## config.mk

```make
export PLATFORM = sky130hd
export DESIGN_NAME = morse_tone_symbol_recogniser
export DESIGN_NICKNAME = d
export VERILOG_FILES = /design/src/msr_pkg.sv /design/src/msr_cfg_regs.sv /design/src/msr_tone_detect.sv /design/src/msr_symbol_fsm.sv /design/src/morse_tone_symbol_recogniser.sv
export VERILOG_INCLUDE_DIRS = /design/src /design/src/src
export SDC_FILE = /design/constraint.sdc
export NUM_CORES = 1
export LEC_CHECK = 0
export BUFFER_PORTS_ARGS = -buffer_cell sky130_fd_sc_hd__buf_2
export CORE_ASPECT_RATIO = 0.6
export CORE_MARGIN = 2
export CORE_UTILIZATION = 35
export CTS_BUF_LIST = sky130_fd_sc_hd__clkbuf_8
export DETAILED_ROUTE_END_ITERATION = 12
export GPL_TIMING_DRIVEN = 0
export SLEW_MARGIN = 10
export SYNTH_ARGS = -nofsm -noshare
export SYNTH_HDL_FRONTEND = slang
export SYNTH_SLANG_ARGS = --single-unit
```

## constraint.sdc

```tcl
create_clock -name clk -period 14.5 [get_ports clk]
set_input_delay 4.35 -clock clk [delete_from_list [all_inputs] [get_ports clk]]
set_output_delay 4.35 -clock clk [all_outputs]
set_load 0.005 [all_outputs]
```

## src/morse_tone_symbol_recogniser_assert.svh

```systemverilog
// Assertion macros for the Morse tone symbol recogniser.
// Included by the modules that carry concurrent checks; no other dependencies.
`ifndef MORSE_TONE_SYMBOL_RECOGNISER_ASSERT_SVH
`define MORSE_TONE_SYMBOL_RECOGNISER_ASSERT_SVH
`ifndef SYNTHESIS
// Check a property on every clock edge outside reset
`define MSR_ASSERT(name, clk, rst_n, prop, msg) \
  name: assert property (@(posedge clk) disable iff (!rst_n) prop) else $error(msg);
// Check a property on every clock edge, reset included
`define MSR_ASSERT_ALWAYS(name, clk, prop, msg) \
  name: assert property (@(posedge clk) prop) else $error(msg);
`else
`define MSR_ASSERT(name, clk, rst_n, prop, msg)
`define MSR_ASSERT_ALWAYS(name, clk, prop, msg)
`endif
`endif

```

## src/msr_pkg.sv

```systemverilog
// Shared constants, codes and types of the Morse tone symbol recogniser.
// No dependencies; imported by every module of the block.
`timescale 1ns / 1ps

package msr_pkg;

  // Sizing
  localparam int MAX_UNIT        = 32;
  localparam int PEAKS_PER_FRAME = 3;
  localparam int PEAK_FIELDS     = 3;
  localparam int WIN_DEPTH       = 2 * MAX_UNIT;
  localparam int UNIT_W          = $clog2(MAX_UNIT + 1);
  localparam int IDX_W           = (MAX_UNIT > 1) ? $clog2(MAX_UNIT) : 1;
  localparam int FILL_W          = $clog2(WIN_DEPTH + 1);

  // Field widths
  localparam int FREQ_W  = 14;
  localparam int TOL_W   = 10;
  localparam int TU_W    = 6;
  localparam int CNT_W   = 6;
  localparam int PCNT_W  = 2;
  localparam int SYM_W   = 3;
  localparam int UNITS_W = 8;
  localparam int DIFF_W  = FREQ_W + 2;
  localparam int CMP_W   = (UNIT_W > CNT_W) ? UNIT_W : CNT_W;

  // Configuration port
  localparam int CFG_IDX_W  = 3;
  localparam int CFG_DATA_W = 14;

  // Detection constants
  localparam int COMP_HZ    = 50;
  localparam int LETTER_MIN = 2;
  localparam int LETTER_MAX = 4;
  localparam int WORD_MAX   = 8;
  localparam int EOT_UNITS  = 9;
  localparam int DOT_MAX    = 2;
  localparam int UNITS_MAX  = 255;

  // Register reset values
  localparam logic [FREQ_W-1:0] RST_TARGET    = FREQ_W'(1000);
  localparam logic [TOL_W-1:0]  RST_TOLERANCE = TOL_W'(50);
  localparam logic [TU_W-1:0]   RST_UNIT      = TU_W'(4);
  localparam logic [CNT_W-1:0]  RST_START     = CNT_W'(3);
  localparam logic [CNT_W-1:0]  RST_END       = CNT_W'(2);

  typedef enum logic [CFG_IDX_W-1:0] {
    REG_ENABLE      = 3'd0,
    REG_TARGET_FREQ = 3'd1,
    REG_TOLERANCE   = 3'd2,
    REG_TIME_UNIT   = 3'd3,
    REG_START_COUNT = 3'd4,
    REG_END_COUNT   = 3'd5
  } cfg_reg_t;

  typedef enum logic [SYM_W-1:0] {
    SYM_DOT    = 3'd0,
    SYM_DASH   = 3'd1,
    SYM_LETTER = 3'd2,
    SYM_WORD   = 3'd3,
    SYM_EOT    = 3'd4
  } symbol_t;

  typedef enum logic {
    ST_GAP  = 1'b0,
    ST_TONE = 1'b1
  } tone_state_t;

  typedef logic [FREQ_W-1:0] freq_t;

  // Live configuration plus the window-empty pulse of a disable write
  typedef struct packed {
    logic              enable;
    logic [FREQ_W-1:0] target_freq;
    logic [TOL_W-1:0]  tolerance;
    logic [TU_W-1:0]   time_unit;
    logic [CNT_W-1:0]  start_count;
    logic [CNT_W-1:0]  end_count;
    logic              win_clear;
  } cfg_t;

endpackage

```

## src/msr_cfg_regs.sv

```systemverilog
// Configuration register file of the Morse tone symbol recogniser.
// Depends on msr_pkg for register codes, widths and reset values.
`timescale 1ns / 1ps

module msr_cfg_regs (
  input  logic                             clk,
  input  logic                             rst_n,
  input  logic                             cfg_valid,
  output logic                             cfg_ready,
  input  logic [msr_pkg::CFG_IDX_W-1:0]    cfg_index,
  input  logic [msr_pkg::CFG_DATA_W-1:0]   cfg_data,
  output msr_pkg::cfg_t                    cfg
);
  import msr_pkg::*;

  logic              enable_r, enable_nxt;
  logic [FREQ_W-1:0] target_r, target_nxt;
  logic [TOL_W-1:0]  tol_r, tol_nxt;
  logic [TU_W-1:0]   unit_r, unit_nxt;
  logic [CNT_W-1:0]  start_r, start_nxt;
  logic [CNT_W-1:0]  end_r, end_nxt;
  logic              wr;

  assign cfg_ready = 1'b1;
  assign wr        = cfg_valid && cfg_ready;

  // Decode the write transfer
  always_comb begin
    enable_nxt = enable_r;
    target_nxt = target_r;
    tol_nxt    = tol_r;
    unit_nxt   = unit_r;
    start_nxt  = start_r;
    end_nxt    = end_r;
    if (wr) begin
      case (cfg_reg_t'(cfg_index))
        REG_ENABLE:      enable_nxt = cfg_data[0];
        REG_TARGET_FREQ: target_nxt = cfg_data[FREQ_W-1:0];
        REG_TOLERANCE:   tol_nxt    = cfg_data[TOL_W-1:0];
        REG_TIME_UNIT:   unit_nxt   = cfg_data[TU_W-1:0];
        REG_START_COUNT: start_nxt  = cfg_data[CNT_W-1:0];
        REG_END_COUNT:   end_nxt    = cfg_data[CNT_W-1:0];
        default: ;
      endcase
    end
  end

  always_ff @(posedge clk) begin
    if (!rst_n) begin
      enable_r <= 1'b0;
      target_r <= RST_TARGET;
      tol_r    <= RST_TOLERANCE;
      unit_r   <= RST_UNIT;
      start_r  <= RST_START;
      end_r    <= RST_END;
    end else begin
      enable_r <= enable_nxt;
      target_r <= target_nxt;
      tol_r    <= tol_nxt;
      unit_r   <= unit_nxt;
      start_r  <= start_nxt;
      end_r    <= end_nxt;
    end
  end

  // Present the register set; a disable write also empties the window
  always_comb begin
    cfg.enable      = enable_r;
    cfg.target_freq = target_r;
    cfg.tolerance   = tol_r;
    cfg.time_unit   = unit_r;
    cfg.start_count = start_r;
    cfg.end_count   = end_r;
    cfg.win_clear   = wr && (cfg_reg_t'(cfg_index) == REG_ENABLE) && !cfg_data[0];
  end

endmodule

```

## src/msr_tone_detect.sv

```systemverilog
// Tone bit detector: matches the frame's peaks against the compensated target.
// Depends on msr_pkg for widths and the configuration struct.
`timescale 1ns / 1ps

module msr_tone_detect (
  input  msr_pkg::cfg_t                               cfg,
  input  logic [msr_pkg::PCNT_W-1:0]                  peak_count,
  input  msr_pkg::freq_t [msr_pkg::PEAK_FIELDS-1:0]   peak_freq,
  output logic                                        tone_bit
);
  import msr_pkg::*;

  logic signed [DIFF_W-1:0] target;
  logic signed [DIFF_W-1:0] diff [PEAK_FIELDS];
  logic        [DIFF_W-1:0] mag  [PEAK_FIELDS];
  logic [PEAK_FIELDS-1:0]   hit;

  // Target after the 50 Hz compensation; may go negative
  assign target = $signed({2'b00, cfg.target_freq}) - $signed(DIFF_W'(COMP_HZ));

  // Compare each valid peak's distance against the tolerance
  always_comb begin
    for (int i = 0; i < PEAK_FIELDS; i++) begin
      diff[i] = $signed({2'b00, peak_freq[i]}) - target;
      mag[i]  = diff[i][DIFF_W-1] ? DIFF_W'(-diff[i]) : DIFF_W'(diff[i]);
      hit[i]  = (i < PEAKS_PER_FRAME) && (PCNT_W'(i) < peak_count) &&
                (mag[i] < DIFF_W'(cfg.tolerance));
    end
  end

  assign tone_bit = |hit;

endmodule

```

## src/msr_symbol_fsm.sv

```systemverilog
// Tone window, unit counters, symbol decisions and the result register.
// Depends on msr_pkg and on the assertion macro header.
`timescale 1ns / 1ps

module msr_symbol_fsm (
  input  logic                          clk,
  input  logic                          rst_n,
  input  msr_pkg::cfg_t                 cfg,
  input  logic                          item_valid,
  input  logic                          tone_bit,
  output logic                          item_take,
  input  logic                          out_stall,
  output logic                          out_valid,
  output logic [msr_pkg::SYM_W-1:0]     out_symbol
);
  import msr_pkg::*;
  `include "morse_tone_symbol_recogniser_assert.svh"

  tone_state_t          state_r, state_nxt;
  logic [MAX_UNIT-1:0]  window_r, window_nxt;
  logic [FILL_W-1:0]    fill_r, fill_nxt;
  logic [UNITS_W-1:0]   gap_r, gap_nxt;
  logic [UNITS_W-1:0]   tone_r, tone_nxt;
  logic                 msg_open_r, msg_open_nxt;
  logic                 out_valid_r, out_valid_nxt;
  symbol_t              out_sym_r, out_sym_nxt;

  logic [UNIT_W-1:0]    unit_c;
  logic [MAX_UNIT-1:0]  win_new;
  logic [MAX_UNIT-1:0]  unit_mask;
  logic [UNIT_W-1:0]    pop;
  logic [UNIT_W-1:0]    oldest_idx;
  logic                 oldest;
  logic [FILL_W-1:0]    fill_new;
  logic                 work;
  logic                 unit_ready;
  logic                 full;
  logic                 fire_start;
  logic                 fire_end;
  logic [UNITS_W-1:0]   gap_sum;
  logic [UNITS_W-1:0]   tone_sum;

  function automatic logic [UNITS_W-1:0] sat_inc(input logic [UNITS_W-1:0] a,
                                                 input logic b);
    logic [UNITS_W:0] s;
    s = {1'b0, a} + (UNITS_W+1)'(b);
    return (s > (UNITS_W+1)'(UNITS_MAX)) ? UNITS_W'(UNITS_MAX) : s[UNITS_W-1:0];
  endfunction

  // Take an item whenever the result slot is free or drains this cycle
  assign item_take = item_valid && (!out_valid_r || !out_stall);
  assign work      = item_take && cfg.enable;

  // Clamp the unit length into its legal range
  always_comb begin
    if (cfg.time_unit == '0) begin
      unit_c = UNIT_W'(1);
    end else if (32'(cfg.time_unit) > MAX_UNIT) begin
      unit_c = UNIT_W'(MAX_UNIT);
    end else begin
      unit_c = UNIT_W'(cfg.time_unit);
    end
  end

  // Newest bit enters at position zero; the last unit is the low unit_c bits
  assign win_new  = {window_r[MAX_UNIT-2:0], tone_bit};
  assign fill_new = fill_r + FILL_W'(1);

  always_comb begin
    for (int i = 0; i < MAX_UNIT; i++) begin
      unit_mask[i] = (UNIT_W'(i) < unit_c);
    end
  end

  assign pop        = UNIT_W'($countones(win_new & unit_mask));
  assign oldest_idx = unit_c - UNIT_W'(1);
  assign oldest     = win_new[oldest_idx[IDX_W-1:0]];
  assign unit_ready = fill_new >= FILL_W'(unit_c);
  assign full       = fill_new >= FILL_W'({unit_c, 1'b0});

  assign fire_start = work && unit_ready && (state_r == ST_GAP) && oldest &&
                      (CMP_W'(pop) >= CMP_W'(cfg.start_count));
  assign fire_end   = work && unit_ready && (state_r == ST_TONE) && !oldest &&
                      (CMP_W'(pop) < CMP_W'(cfg.end_count));

  assign gap_sum  = sat_inc(gap_r, full);
  assign tone_sum = sat_inc(tone_r, full);

  // Next state, counters and result
  always_comb begin
    state_nxt     = state_r;
    window_nxt    = window_r;
    fill_nxt      = fill_r;
    gap_nxt       = gap_r;
    tone_nxt      = tone_r;
    msg_open_nxt  = msg_open_r;
    out_valid_nxt = out_valid_r && out_stall;
    out_sym_nxt   = out_sym_r;

    if (item_take) begin
      out_valid_nxt = 1'b0;
    end

    if (work) begin
      window_nxt = win_new;
      fill_nxt   = fill_new;
      if (fire_start) begin
        // Tone start closes the gap
        if (msg_open_r && (gap_sum inside {[LETTER_MIN:LETTER_MAX]})) begin
          out_valid_nxt = 1'b1;
          out_sym_nxt   = SYM_LETTER;
        end else if (msg_open_r && (gap_sum inside {[LETTER_MAX+1:WORD_MAX]})) begin
          out_valid_nxt = 1'b1;
          out_sym_nxt   = SYM_WORD;
        end
        fill_nxt  = '0;
        gap_nxt   = '0;
        tone_nxt  = UNITS_W'(1);
        state_nxt = ST_TONE;
      end else if (fire_end) begin
        // Tone end closes the mark
        out_valid_nxt = 1'b1;
        out_sym_nxt   = (tone_sum > UNITS_W'(DOT_MAX)) ? SYM_DASH : SYM_DOT;
        msg_open_nxt  = 1'b1;
        fill_nxt      = '0;
        gap_nxt       = UNITS_W'(1);
        tone_nxt      = '0;
        state_nxt     = ST_GAP;
      end else if (unit_ready && full) begin
        // One more whole unit; keep only the newest unit of bits
        if (msg_open_r && (gap_r == UNITS_W'(EOT_UNITS))) begin
          out_valid_nxt = 1'b1;
          out_sym_nxt   = SYM_EOT;
          msg_open_nxt  = 1'b0;
        end
        if (state_r == ST_TONE) begin
          tone_nxt = sat_inc(tone_r, 1'b1);
        end else begin
          gap_nxt = sat_inc(gap_r, 1'b1);
        end
        fill_nxt = FILL_W'(unit_c);
      end
    end

    if (cfg.win_clear) begin
      fill_nxt = '0;
    end
  end

  // Control state
  always_ff @(posedge clk) begin
    if (!rst_n) begin
      state_r     <= ST_GAP;
      fill_r      <= '0;
      gap_r       <= '0;
      tone_r      <= '0;
      msg_open_r  <= 1'b0;
      out_valid_r <= 1'b0;
    end else begin
      state_r     <= state_nxt;
      fill_r      <= fill_nxt;
      gap_r       <= gap_nxt;
      tone_r      <= tone_nxt;
      msg_open_r  <= msg_open_nxt;
      out_valid_r <= out_valid_nxt;
    end
  end

  // Window bits and result payload
  always_ff @(posedge clk) begin
    window_r  <= window_nxt;
    out_sym_r <= out_sym_nxt;
  end

  assign out_valid  = out_valid_r;
  assign out_symbol = out_sym_r;

  `MSR_ASSERT(a_fill_bound, clk, rst_n, fill_r < FILL_W'(WIN_DEPTH), "window fill out of range")
  `MSR_ASSERT(a_out_source, clk, rst_n, (out_valid_r && !$past(out_valid_r)) |-> $past(item_take), "result without a taken item")
  `MSR_ASSERT(a_end_opens, clk, rst_n, fire_end |=> (msg_open_r && (state_r == ST_GAP)), "tone end did not open the message")
  `MSR_ASSERT(a_start_state, clk, rst_n, fire_start |=> ((state_r == ST_TONE) && (gap_r == '0)), "tone start state not taken")
  `MSR_ASSERT_ALWAYS(a_reset_clear, clk, !rst_n |=> ((fill_r == '0) && !out_valid_r && !msg_open_r), "reset left state behind")

endmodule

```

## src/morse_tone_symbol_recogniser.sv

```systemverilog
// Top level of the Morse tone symbol recogniser: input register and wiring.
// Depends on msr_pkg, msr_cfg_regs, msr_tone_detect and msr_symbol_fsm.
//
//   Channel  Signals                                         Direction
//   in       in_valid / in_stall, in_peak_count, in_peak_freq_0..2   frame in
//   out      out_valid / out_stall, out_symbol               symbol out
//   cfg      cfg_valid / cfg_ready, cfg_index, cfg_data      register write
//
// One frame per cycle sustained while the result is not stalled; a symbol leaves through
// the input register, then the result register behind the window logic.
// Reset (rst_n low, synchronous) empties the window, clears counters and the result.
// A stalled result holds the frame in the input register; in_stall then rises.
// cfg_ready is always high; register writes take effect on the next cycle.
`timescale 1ns / 1ps

module morse_tone_symbol_recogniser (
  input  logic                              clk,
  input  logic                              rst_n,
  input  logic                              in_valid,
  output logic                              in_stall,
  input  logic [msr_pkg::PCNT_W-1:0]        in_peak_count,
  input  logic [msr_pkg::FREQ_W-1:0]        in_peak_freq_0,
  input  logic [msr_pkg::FREQ_W-1:0]        in_peak_freq_1,
  input  logic [msr_pkg::FREQ_W-1:0]        in_peak_freq_2,
  output logic                              out_valid,
  input  logic                              out_stall,
  output logic [msr_pkg::SYM_W-1:0]         out_symbol,
  input  logic                              cfg_valid,
  output logic                              cfg_ready,
  input  logic [msr_pkg::CFG_IDX_W-1:0]     cfg_index,
  input  logic [msr_pkg::CFG_DATA_W-1:0]    cfg_data
);
  import msr_pkg::*;

  cfg_t                     cfg;
  logic                     s1_valid_r, s1_valid_nxt;
  logic [PCNT_W-1:0]        s1_count_r;
  freq_t [PEAK_FIELDS-1:0]  s1_freq_r;
  logic                     in_xfer;
  logic                     item_take;
  logic                     tone_bit;

  // Input register: refill when empty or when its frame moves on
  assign in_stall = s1_valid_r && !item_take;
  assign in_xfer  = in_valid && !in_stall;

  always_comb begin
    s1_valid_nxt = s1_valid_r;
    if (item_take) begin
      s1_valid_nxt = 1'b0;
    end
    if (in_xfer) begin
      s1_valid_nxt = 1'b1;
    end
  end

  always_ff @(posedge clk) begin
    if (!rst_n) begin
      s1_valid_r <= 1'b0;
    end else begin
      s1_valid_r <= s1_valid_nxt;
    end
  end

  always_ff @(posedge clk) begin
    if (in_xfer) begin
      s1_count_r   <= in_peak_count;
      s1_freq_r[0] <= in_peak_freq_0;
      s1_freq_r[1] <= in_peak_freq_1;
      s1_freq_r[2] <= in_peak_freq_2;
    end
  end

  msr_cfg_regs u_cfg (
    .clk       (clk),
    .rst_n     (rst_n),
    .cfg_valid (cfg_valid),
    .cfg_ready (cfg_ready),
    .cfg_index (cfg_index),
    .cfg_data  (cfg_data),
    .cfg       (cfg)
  );

  msr_tone_detect u_detect (
    .cfg        (cfg),
    .peak_count (s1_count_r),
    .peak_freq  (s1_freq_r),
    .tone_bit   (tone_bit)
  );

  msr_symbol_fsm u_fsm (
    .clk        (clk),
    .rst_n      (rst_n),
    .cfg        (cfg),
    .item_valid (s1_valid_r),
    .tone_bit   (tone_bit),
    .item_take  (item_take),
    .out_stall  (out_stall),
    .out_valid  (out_valid),
    .out_symbol (out_symbol)
  );

endmodule

```

* After elaboration in Yosys (flattened, before gate mapping)
Cells that the tools add are included. W data, S select, Z words.
Word-level totals: bits in registers 148, bits in latches 0, bits in writable memories 0, memory bits (read-only) 0, bits of input ports 66, output and inout bits 6, logic and storage cells 224, memories 0
Operators by class: add/sub/neg operators 44, multipliers 0, div/mod/pow operators 0, $lt $le $gt $ge 53, eq/ne operators 8, shift operators 0, mux-type cells 44, bitwise logic cells 4, reductions and logical operators 52
Operators with widths (number):
- $lt A5 B6 Y1 const A | 16
- $mux W8 | 12
- $add A6 B6 Y6 | 15
- $lt A16 B10 Y1 | 3
- $lt A4 B6 Y1 const A | 8
- $mux W16 | 3
- $neg A16 Y16 | 3
- $sub A15 B16 Y16 | 3
- $gt A9 B8 Y1 const B | 4
- $add A1 B1 Y2 | 16
- $and A32 B32 Y32 | 1
- $lt A3 B6 Y1 const A | 4
- $logic_and A1 B1 Y1 | 23
- $mux W7 | 3
- $add A8 B1 Y9 | 2
- $add A8 B1 Y9 const B | 2
- $mux W3 | 6
- $mux W1 | 17
- $sub A14 B6 Y15 const B | 1
- $reduce_and A2 Y1 | 7
- $lt A1 B6 Y1 const A | 2
- $lt A2 B6 Y1 const A | 2
- $mux W6 | 2
- $reduce_bool A3 Y1 | 3
- 31 further kinds | 47

* Depth between registers and ports, before layout
Gate-level depths: netlist (run 1).
depth in word-level cells 18, depth in mapped cells 54, mapped depth without buffers 52

* Modules after synthesis
Synthesis (run 1) repeated with hierarchy kept, for this count alone.
Unflattened totals: cells, all modules 1368, area total of the unflattened synthesis 12468.2 µm²
By module, submodules not included:
- msr_symbol_fsm | times used 1, cells each 570, area each 5146.2 µm², sequential area each 1541.5 µm²
- msr_tone_detect | times used 1, cells each 573, area each 4161.5 µm², sequential area each 0.0 µm²
- msr_cfg_regs | times used 1, cells each 177, area each 1791.7 µm², sequential area each 860.8 µm²
- morse_tone_symbol_recogniser | times used 1, cells each 48, area each 1368.8 µm², sequential area each 1341.3 µm²

* Worst setup path before layout (run 1)
OpenSTA, ideal clock, no wires.
path kind reg-to-reg, start register u_cfg.target_r[1], end register u_fsm.out_sym_r[0], in the netlist u_fsm.out_symbol[0], enable pin, setup time 306 ps, data arrival time 11286 ps, required time 14194 ps, path slack 2909 ps, cell stages (with the launch flop) 50, buffers on the path 2, period minus slack after synthesis 11591 ps, cells stage by stage dfxtp_1 -> inv_1 -> ha_1 -> xnor2_1 -> ha_1 -> o21a_1 -> o31a_1 -> o31ai_1 -> a211oi_1 -> a211oi_1 -> o31ai_2 -> a211o_1 -> clkbuf_1 -> nor2_1 -> a21oi_1 -> ha_1 -> a21boi_0 -> o21a_1 -> [14 not listed] -> fa_1 -> fa_1 -> fa_1 -> fa_1 -> inv_1 -> ha_1 -> fa_1 -> ha_1 -> o21ai_0 -> nand2b_1 -> a21oi_1 -> nor2b_1 -> o21ai_0 -> or4b_2 -> o41ai_2 -> buf_6 -> o311ai_1 -> inv_1
On the way: cells in the longest elaborated chain, start to end 17, elaborated cells between the ends (all ways) 36, those cells by class 12 x add/sub; 5 x order compare; 1 x eq/ne; 5 x mux; 1 x bitwise; 12 x reduce/logical
RTL lines:
- start, declared | RTL line msr_cfg_regs.sv:17 | logic [FREQ_W-1:0] target_r, target_nxt;
- start signal, assigned | RTL line msr_cfg_regs.sv:58 | target_r <= target_nxt;
- $sub A14 B6 Y15 (*) | RTL line msr_tone_detect.sv:19 | assign target = $signed({2'b00, cfg.target_freq}) - $signed(DIFF_W'(COMP_HZ));
- $sub A15 B16 Y16 | RTL line msr_tone_detect.sv:24 | diff[i] = $signed({2'b00, peak_freq[i]}) - target;
- $neg A16 Y16 | RTL line msr_tone_detect.sv:25 | mag[i] = diff[i][DIFF_W-1] ? DIFF_W'(-diff[i]) : DIFF_W'(diff[i]);
- $mux W16 | RTL line msr_tone_detect.sv:25
- $lt A16 B10 Y1 | RTL line msr_tone_detect.sv:27 | (mag[i] < DIFF_W'(cfg.tolerance));
- $logic_and A1 B1 Y1 | RTL line msr_tone_detect.sv:26 | hit[i] = (i < PEAKS_PER_FRAME) && (PCNT_W'(i) < peak_count) &&
- $reduce_or A3 Y1 (*) | RTL line msr_tone_detect.sv:31 | assign tone_bit = |hit;
- named net tone_bit | RTL line morse_tone_symbol_recogniser.sv:41 | logic tone_bit;
- $and A32 B32 Y32 | RTL line msr_symbol_fsm.sv:75 | assign pop = UNIT_W'($countones(win_new & unit_mask));
- $add A1 B1 Y2 (implied by the code) | RTL line msr_symbol_fsm.sv:75
- $add A6 B6 Y6 (implied by the code) (4 in series) | RTL line msr_symbol_fsm.sv:75
- $ge A6 B6 Y1 / $lt A6 B6 Y1 (equally long branches) | RTL line msr_symbol_fsm.sv:82, msr_symbol_fsm.sv:84
- $logic_and A1 B1 Y1, on equally long branches | RTL line msr_symbol_fsm.sv:81, msr_symbol_fsm.sv:83
- $ne A3 B3 Y1 (no source line) / $reduce_bool A3 Y1 (equally long branches)
- $reduce_and A4 Y1 (no source line) (*)
- end signal, assigned | RTL line msr_symbol_fsm.sv:172 | out_sym_r <= out_sym_nxt;
- end, declared | RTL line msr_symbol_fsm.sv:26 | symbol_t out_sym_r, out_sym_nxt;
The timed path passes the listed nets; every way through them passes the cells marked *. The select of a mux whose other input is x is not followed. A chain may end at the register's enable or synchronous reset.

* Worst setup path after layout (run 1)
start register u_cfg.target_r[1], end register u_fsm.out_sym_r[2], in the netlist u_fsm.out_symbol[2], enable pin
The elaborated chain is that of the path after synthesis.

==> results of run 1 <==
## worst max-delay path, delay by kind of cell (launching register included)
kind | cells | cell delay [ps]
xor gates and xnor gates | 2 | 720
AOI/OAI and AO/OA | 22 | 4810
buffers and inverters | 6 | 1060
adders and majority gates | 12 | 4690
DFF | 1 | 510
and+or+nand+nor | 6 | 1760
## power groups by stage
stage	logic, mW	clock network, mW	registers, mW
finish	0.415	0.349	0.466
floorplan	0.300	0	0.471
detailed placement	0.405	0	0.475
CTS	0.408	0.359	0.466
global placement	0.392	0	0.476
global route	0.466	0.374	0.468
## Yosys cell counts, drive strengths merged (16+ instances only)
master and n:
xnor2 70, and2 23, a21boi 23, nand2b 19, nand2 133, nor2b 25, ha 109, dfxtp 70
mux2i 23, xor2 27, o21a 25, nor3 31, nand3 46, fa 29, edfxtp 78, buf 23
a21oi 81, and3 17, clkbuf 36, a211oi 16, nor2 106, o21ai 71, inv 109
## worst max-delay path by stage
stage | startpoint | end | slack (ps) | cells past startpoint
global route | u_cfg.target_r[1]$_SDFFE_PN0P_ | u_fsm.out_symbol[2]$_SDFFCE_PP0P_ | 100 | 48
global placement | u_cfg.target_r[1]$_SDFFE_PN0P_ | u_fsm.out_symbol[1]$_DFFE_PP_ | 570 | 48
finish | u_cfg.target_r[1]$_SDFFE_PN0P_ | u_fsm.out_symbol[2]$_SDFFCE_PP0P_ | 650 | 48
detailed placement | u_cfg.target_r[1]$_SDFFE_PN0P_ | u_fsm.out_symbol[1]$_DFFE_PP_ | 430 | 48
CTS | u_cfg.target_r[1]$_SDFFE_PN0P_ | u_fsm.out_symbol[1]$_DFFE_PP_ | 340 | 48
floorplan | u_cfg.target_r[1]$_SDFFE_PN0P_ | u_fsm.out_symbol[0]$_DFFE_PP_ | 2910 | 49
## cells by family (layout without fill, tap and decap cells)
kind of cell               after synthesis  count (layout)
AOI/OAI and AO/OA                      358             358
xor gates and xnor gates               104             104
adders and majority gates              146             146
buffers and inverters                  168             270
DFF                                    148             148
muxes                                   31              31
other                                    1               1
and+or+nand+nor                        464             464
## timing repair
action,in CTS,in global routing
resized for setup,0,5
endpoints found under the setup margin,0,30
setup buffers,0,0
## routing by layer
| metal | GRT usage [%] | vias up |
|---|---|---|
| met2 | 25.13 | 410 |
| met5 | 0 | - |
| met1 | 31.51 | 5228 |
| li1 | - | 5300 |
| met4 | 4.729 | 0 |
| met3 | 4.073 | 33 |
## registers in the layout, summed over array words and instances (netlist names)
register	cells
s1_count_r	2
s1_freq_r	42
s1_valid_r	1
u_cfg.enable_r	1
u_cfg.end_r	6
u_cfg.start_r	6
u_cfg.target_r	14
u_cfg.tol_r	10
u_cfg.unit_r	6
u_fsm.fill_r	7
u_fsm.gap_r	8
u_fsm.msg_open_r	1
u_fsm.out_symbol	3
u_fsm.out_valid	1
u_fsm.state_r	1
u_fsm.tone_r	8
u_fsm.window_r	31
## metrics by stage
step           cell area [um2]  hold slack [ps]
6_report                 14070            454.9
2_1_floorplan            12680            426.4
3_3_place_gp             13610            432.8
4_1_cts                  14060            453.8
5_1_grt                  14070            482.2
3_5_place_dp             13660            431.7
## layout make-up
cell class / count / share of cell area [%]
clock buffers: 18 / 1.760
plain buffers: 59 / 1.992
multi-input cells: 1104 / 58.74
inverters: 109 / 2.907
flip-flops and latches: 148 / 26.61
clock inverters: 13 / 1.094
repair buffers: 71 / 2.739
well taps: 467 / 4.152
==> reports/qor.csv, run 1 <==
stage;metric;value;unit
status;status;finished clean;
logic_synthesis;postSynthRegisterBits;148;
pwr;total_power;1.231;mW
grt;grt.total_usage;19.46;%
logic_synthesis;yosys.area_share.simple;17.95;%
floorplan;die_h;151.4;um
cts;cts.clk_slew.worst_paths;90;ps
pwr;pwr-share-seq;37.9;%
pwr;pwr-share-clk;28.4;%
grt;antenna_found_initial;0;
grt;grt_start_max_net_pins;32;
floorplan;num_rows;53;
sta;post-route-min-period;13850;ps
route;firstDrtPassIters;6;
worst_hold_path;hp-start;u_fsm.window_r[1]$_DFFE_PP_;
worst_setup_path;regToRegEndpoint;u_fsm.out_symbol[2]$_SDFFCE_PP0P_;
job;drv_cap;0;
worst_setup_path;cp-start-kind;flop;
worst_hold_path;min_to;u_fsm.window_r[2]$_DFFE_PP_;
finish;fin_util;39.81;%
logic_synthesis;syn_inst;1420;
logic_synthesis;synth_area_per_cell;8.928;um2
sta;finalClockSkew;16.51;ps
pwr;power.switching;428.6;uW
floorplan;initial_utilization;35.87;%
cts;hold_buffers;0;
pwr;pwr-share-comb;33.7;%
floorplan;pin_count;72;
place;post-dp-hpwl;28.84;mm
worst_setup_path;slowest_delay;650;ps
route;route.met3.wl;3.148;mm
place;place_ws;427.1;ps
route;viasPerCell;5.516;
grt;grt_pass1_wl;56.67;mm
route;top_layer;met4;
finish;n_antenna_cell;0;
sta;rsz0062_at_grt;false;
route;wirelength;36.09;mm
cts;h-tree-depth;4;
route;wire_per_inst;18.14;um
sta;final_hold_viol_count;0;
finish;fill_cells;3511;
logic_synthesis;syn-cell-area;0.01268;mm2
finish;area_growth;11.00;%
sta;slew_headroom;34.95;%
route;route.detailed.drc;0;
grt;grt_overflow;0;
pwr;peakVddDrop;0.05122;mV
worst_setup_path;cp-end-kind;flop;
sta;fin_ws;654.6;ps
sta;fmax;0.07223;GHz
finish;final_common_cell;nand2_1;
route;met2WireLength;13.14;mm
route;wl_met1;19.42;mm
logic_synthesis;synth_area_leaders;edfxtp_1 (18%), dfxtp_1 (11%), ha_1 (11%), xnor2_1 (4.8%), fa_1 (4.6%);
logic_synthesis;muxShareOfSynthArea;3.148;%
grt;grt_pass1_vias;9976;
pwr;switching_share;34.82;%
logic_synthesis;ys_seq_area_share;29.53;%
worst_setup_path;crit_fanout;10;
worst_setup_path;reg2reg_depth;48;
logic_synthesis;synth_top_family_by_area;compound AO/OA/AOI/OAI gates;
pwr;p_leak;5.697;nW
worst_setup_path;crit_slowest_cell;or4b_2;
sta;worst_pin_slew;968.3;ps
logic_synthesis;synth-compound-area-share;20.00;%
logic_synthesis;ys.flop_type;edfxtp_1;
floorplan;dieArea;0.03781;mm2
cts;tritoncts;done;
place;gp_congestion;0.9347;
logic_synthesis;ys_types;98;
cts;cts_max_path_buffers;2;
worst_setup_path;r2r_slack;650;ps
logic_synthesis;synth_edf_count;78;
pwr;power.density;87.46;mW/mm2
route;vias;10970;
cts;clockRootBuffer;clkbuf_8;
logic_synthesis;synth_top_area_share;18.48;%
logic_synthesis;synth_fp_nets;1624;
logic_synthesis;synthXorXnorAreaFrac;7.945;%
worst_setup_path;path_class;reg2reg;
logic_synthesis;synth.largest_area_cell;edfxtp_1;
finish;seq_area;0.003745;mm2
floorplan;die_w;249.7;um
logic_synthesis;synth-adder-area-share;15.97;%
finish;multi_input_area;0.008267;mm2
route;antenna_left;0;
place;place_inst;1958;
logic_synthesis;ys.warnings.count;0;
pwr;p_int;802.2;uW
sta;final.setup.tns;0;ps
worst_setup_path;r2r-start;u_cfg.target_r[1]$_SDFFE_PN0P_;
worst_hold_path;holdPathStages;0;
cts;numCtsBuffers;17;
worst_setup_path;arrival;14060;ps
finish;drive_above_1_share;11.10;%
sta;report.final.slew_viol_count;0;
cts;clk_latency;500;ps
finish;layout_common_cells;nand2_1 (133), ha_1 (109), inv_1 (108);
logic_synthesis;async_reset_ff_share;0;%
sta;setup_viol;0;
worst_hold_path;hold_class;reg2reg;
finish;layoutNonFillerInstCount;1989;
place;io_buffer_count;69;
sta;finalCritPeriodShare;95.49;%
worst_setup_path;required;14710;ps
cts;cts_sinks;148;
floorplan;core_region_area;0.03535;mm2
route;drt-initial-drc-count;1234;
finish;nets;1714;
(Power assumes the default switching activity.)
==> inputs of run 2 (changes only) <==
Settings changed: CELL_PAD_IN_SITES_DETAIL_PLACEMENT set to 2, CELL_PAD_IN_SITES_GLOBAL_PLACEMENT set to 2, PLACE_DENSITY_LB_ADDON set to 0.3.
==> reports/qor.csv, run 2 (synthesized netlist as in run 1, its figures left out) <==
stage;metric;value;unit
status;status;finished clean;
floorplan;die_w;249.7;um
pwr;peakVddDrop;0.06409;mV
cts;cts.clk_slew.worst_paths;90;ps
cts;cts_sinks;148;
cts;numCtsBuffers;17;
grt;antenna_found_initial;3;
place;io_buffer_count;69;
pwr;p_leak;5.746;nW
worst_setup_path;arrival;14190;ps
sta;fmax;0.07159;GHz
floorplan;num_rows;53;
pwr;power.density;92.56;mW/mm2
sta;finalClockSkew;16.16;ps
grt;grt_start_max_net_pins;32;
job;drv_cap;0;
sta;final_hold_viol_count;0;
sta;post-route-min-period;13970;ps
worst_setup_path;cp-end-kind;flop;
worst_setup_path;slowest_delay;650;ps
finish;nets;1716;
grt;grt.total_usage;25.24;%
finish;largestRegisters;s1_freq_r x42, u_fsm.window_r x31, u_cfg.target_r x14;
route;vias;11400;
place;post-dp-hpwl;36.81;mm
sta;fin_ws;531.6;ps
worst_setup_path;crit_slowest_cell;or4b_2;
sta;worst_pin_slew;1275;ps
floorplan;core_region_area;0.03535;mm2
place;place_inst;1958;
finish;final_common_cell;nand2_1;
finish;top_register;s1_freq_r;
grt;grt_pass1_vias;12050;
floorplan;pin_count;72;
finish;fill_cells;3924;
cts;h-tree-depth;4;
sta;setup_viol;0;
cts;clk_latency;520;ps
finish;area_growth;12.00;%
finish;layoutNonFillerInstCount;1995;
finish;design_area;0.01420;mm2
cts;hold_buffers;0;
sta;report.final.slew_viol_count;0;
worst_setup_path;required;14720;ps
cts;clockRootBuffer;clkbuf_8;
finish;largest_reg_flops;42;
worst_setup_path;cp-start-kind;flop;
route;antenna_left;0;
route;route.detailed.drc;0;
route;viasPerCell;5.712;
route;firstDrtPassIters;5;
worst_hold_path;hold_class;reg2reg;
finish;drive_above_1_share;11.80;%
grt;grt_pass1_wl;72.43;mm
worst_setup_path;path_class;reg2reg;
floorplan;dieArea;0.03781;mm2
route;drt-initial-drc-count;738;
route;wirelength;46.33;mm
place;place_ws;-24.01;ps
floorplan;die_h;151.4;um
place;dpl-instance-area;0.01366;mm2
cts;cts_max_path_buffers;2;
route;wire_per_inst;23.22;um
place;gp_congestion;0.8629;
sta;finalCritPeriodShare;96.33;%
grt;grt_overflow;0;
pwr;total_power;1.314;mW
cts;tritoncts;done;
finish;layout_common_cells;nand2_1 (133), ha_1 (109), inv_1 (106);
sta;slew_headroom;13.82;%
floorplan;initial_utilization;35.87;%
worst_setup_path;crit_fanout;10;
==> run 2: metal layers <==
metal	vias up	wire length [um]	track usage, %
met5	-	0	0
met4	0	547	5.693
met3	26	2387	4.692
met2	281	19160	37.37
met1	5790	24240	37.69
li1	5298	-	-
==> run 2: layout make-up <==
class                      instances  area (um2)  share of cell area [%]
clock buffer                      19       261.5                   1.842
antenna                            3       7.507                 0.05287
multi-input combinational       1104        8304                   58.49
timing repair buffer              74       407.9                   2.873
buffer                            58       276.5                   1.947
sequential                       148        3745                   26.37
inverter                         109       409.1                   2.882
clock inverter                    13       202.7                   1.428
tap                              467       584.3                   4.115
==> run 2: path summary, 6_finish.rpt <==
| path | start | end | slack [ps] | depth (start not counted) |
|---|---|---|---|---|
| worst max-delay path | u_cfg.target_r[1]$_SDFFE_PN0P_ | u_fsm.out_symbol[1]$_DFFE_PP_ | 530 | 47 |
| worst min-delay path | u_fsm.window_r[1]$_DFFE_PP_ | u_fsm.window_r[2]$_DFFE_PP_ | 460 | 0 |
| worst max register to register | u_cfg.target_r[1]$_SDFFE_PN0P_ | u_fsm.out_symbol[1]$_DFFE_PP_ | 530 | 47 |
| worst min register to register | u_fsm.window_r[1]$_DFFE_PP_ | u_fsm.window_r[2]$_DFFE_PP_ | 460 | 0 |
==> run 2: worst max-delay path, delay by kind of cell (launching register included) <==
family	cells	cell delay, ps
XOR/XNOR	2	590
buffers and inverters	5	770
flip-flops	1	530
adder cells (fa/ha/maj)	12	4800
AO/OA/AOI/OAI	22	5200
AND/OR/NAND/NOR	6	1760
==> run 2: metrics by stage <==
stage | util (%) | hold slack, ps | setup TNS (ps)
after floorplan | - | 426.4 | 0
after global placement | 38.50 | 427.8 | 0
after detailed placement | 38.64 | 434.8 | -72.02
after CTS | 39.95 | 456.0 | 0
after global routing | 40.17 | 475.0 | -27.09
final | 40.17 | 458.5 | 0
==> run 2: repair_timing <==
action / in CTS / in global routing
endpoints found under the setup margin: 12 / 31
pin swaps: 0 / 2
resized for setup: 1 / 11
buffers inserted: 0 / 3
==> run 2: where the power goes <==
part	internal [mW]	switching (mW)	total, mW
combinational	0.177	0.268	0.445
clock	0.214	0.189	0.402
sequential	0.454	0.0129	0.467
total	0.845	0.469	1.31
==> inputs of run 3 (changes only) <==
Settings changed: CORE_UTILIZATION 35 to 40.
==> reports/qor.csv, run 3 (synthesized netlist as in run 1, its figures left out) <==
stage;metric;value;unit
cts;h-tree-depth;4;
cts;numCtsBuffers;17;
cts;tritoncts;done;
place;io_buffer_count;69;
floorplan;initial_utilization;40.69;%
pwr;p_leak;5.710;nW
route;antenna_left;0;
status;status;finished clean;
floorplan;die_w;233.8;um
pwr;power.density;91.18;mW/mm2
finish;fill_cells;3484;
sta;setup_viol;0;
sta;final_hold_viol_count;0;
worst_setup_path;reg2reg_depth;48;
worst_setup_path;required;14730;ps
worst_setup_path;r2r-start;u_cfg.target_r[1]$_SDFFE_PN0P_;
route;vias;11450;
worst_hold_path;holdPathStages;2;
floorplan;dieArea;0.03318;mm2
worst_setup_path;crit_slowest_cell;or4b_2;
route;drt-initial-drc-count;802;
route;route.detailed.drc;0;
job;drv_cap;0;
place;gp_congestion;0.8539;
worst_setup_path;slowest_delay;670;ps
floorplan;pin_count;72;
pwr;total_power;1.286;mW
finish;drive_above_1_share;11.81;%
sta;post-route-min-period;13860;ps
sta;worst_pin_slew;1187;ps
finish;area_growth;11.22;%
worst_setup_path;cp-end-kind;flop;
cts;cts_sinks;148;
finish;largestRegisters;s1_freq_r x42, u_fsm.window_r x31, u_cfg.target_r x14;
floorplan;num_rows;50;
grt;antenna_found_initial;4;
cts;hold_buffers;0;
cts;clk_latency;520;ps
place;place_inst;1907;
sta;finalClockSkew;20.80;ps
floorplan;die_h;141.9;um
place;post-dp-hpwl;36.39;mm
cts;cts.clk_slew.worst_paths;100;ps
grt;grt_overflow;0;
worst_setup_path;path_class;reg2reg;
worst_setup_path;r2r_slack;640;ps
worst_setup_path;cp-start-kind;flop;
route;wirelength;45.74;mm
route;wire_per_inst;23.53;um
finish;nets;1715;
worst_setup_path;regToRegEndpoint;u_fsm.out_symbol[2]$_SDFFCE_PP0P_;
sta;finalCritPeriodShare;95.58;%
finish;layout_common_cells;nand2_1 (133), ha_1 (109), inv_1 (107);
worst_setup_path;arrival;14090;ps
sta;fmax;0.07216;GHz
sta;slew_headroom;20.23;%
finish;largest_reg_flops;42;
pwr;peakVddDrop;0.06465;mV
worst_hold_path;min_to;u_cfg.tol_r[2]$_SDFFE_PN0P_;
finish;layoutNonFillerInstCount;1944;
finish;top_register;s1_freq_r;
grt;grt_pass1_vias;11970;
route;viasPerCell;5.891;
cts;cts_max_path_buffers;2;
grt;grt_pass1_wl;70.56;mm
sta;report.final.slew_viol_count;0;
grt;grt.total_usage;27.99;%
grt;grt_start_max_net_pins;32;
worst_hold_path;hp-start;u_cfg.tol_r[2]$_SDFFE_PN0P_;
worst_hold_path;hold_class;reg2reg;
worst_setup_path;crit_fanout;12;
floorplan;core_region_area;0.03115;mm2
route;firstDrtPassIters;6;
finish;final_common_cell;nand2_1;
cts;clockRootBuffer;clkbuf_8;
-- run 3: changes by cell type in the layout (fill, tap and decap cells not counted), sizes merged --
cell      before  now
clkbuf        54   52
bufinv         5    3
inv          111  114
clkinvlp       1    4
diode          3    4
buf           97   96
clkinv         5    3
-- run 3: per-layer routing --
| metal | track usage (%) | up-vias | part of all wire [%] |
|---|---|---|---|
| met1 | 42.89 | 5798 | 51 |
| met5 | 0 | - | 0 |
| met4 | 6.129 | 0 | 1.4 |
| met3 | 6.250 | 41 | 6.5 |
| met2 | 39.50 | 304 | 41 |
| li1 | - | 5309 | - |
-- run 3: how the worst max path moves through the flow --
stage,startpoint,end
3_3_place_gp,u_cfg.target_r[1]$_SDFFE_PN0P_,u_fsm.out_symbol[2]$_SDFFCE_PP0P_
3_5_place_dp,u_cfg.target_r[1]$_SDFFE_PN0P_,u_fsm.out_symbol[2]$_SDFFCE_PP0P_
2_1_floorplan,u_cfg.target_r[1]$_SDFFE_PN0P_,u_fsm.out_symbol[0]$_DFFE_PP_
5_1_grt,u_cfg.target_r[1]$_SDFFE_PN0P_,u_fsm.out_symbol[1]$_DFFE_PP_
4_1_cts,u_cfg.target_r[1]$_SDFFE_PN0P_,u_fsm.out_symbol[2]$_SDFFCE_PP0P_
6_report,u_cfg.target_r[1]$_SDFFE_PN0P_,u_fsm.out_symbol[2]$_SDFFCE_PP0P_
-- run 3: what timing repair did --
action	4_1_cts	5_1_grt
setup endpoints to repair	20	31
resized for setup	2	13
pin swaps	0	2
setup buffers	0	2
-- run 3: critical path: cells and delay by family (launching register included) --
family,cells,cell delay [ps]
AO/OA/AOI/OAI,22,4750
XOR/XNOR,2,630
adder cells (fa/ha/maj),12,4820
AND/OR/NAND/NOR,7,2040
flip-flops,1,540
buffers and inverters,5,790
-- run 3: area by class of cell --
type	instances	area (um2)	share of cell area [%]
clock inverter	15	180.2	1.278
inverter	109	409.1	2.902
buffer	58	276.5	1.961
tap	416	520.5	3.692
sequential	148	3745	26.56
timing repair buffer	73	400.4	2.840
antenna	4	10.01	0.07099
multi-input combinational	1104	8324	59.04
clock buffer	17	234.0	1.659
-- run 3: where the power goes --
group / switching (mW) / total (mW) / leakage [nW] / internal (mW)
Clock: 0.194 / 0.366 / 0.200 / 0.171
Sequential: 0.0130 / 0.467 / 1.30 / 0.454
Combinational: 0.274 / 0.453 / 4.21 / 0.179
-- run 3: per-stage QoR --
step / TNS (ps) / setup slack [ps] / hold WS, ps / util [%] / instance area, um2
2_1_floorplan: 0 / 2909 / 426.4 / - / 12680
3_3_place_gp: 0 / 254.9 / 434.5 / 43.47 / 13540
3_5_place_dp: -392.9 / -131.0 / 451.6 / 43.63 / 13590
4_1_cts: 0 / 84.17 / 466.9 / 44.98 / 14010
5_1_grt: -24.03 / -8.470 / 486.1 / 45.26 / 14100
6_report: 0 / 641.6 / 470.9 / 45.26 / 14100
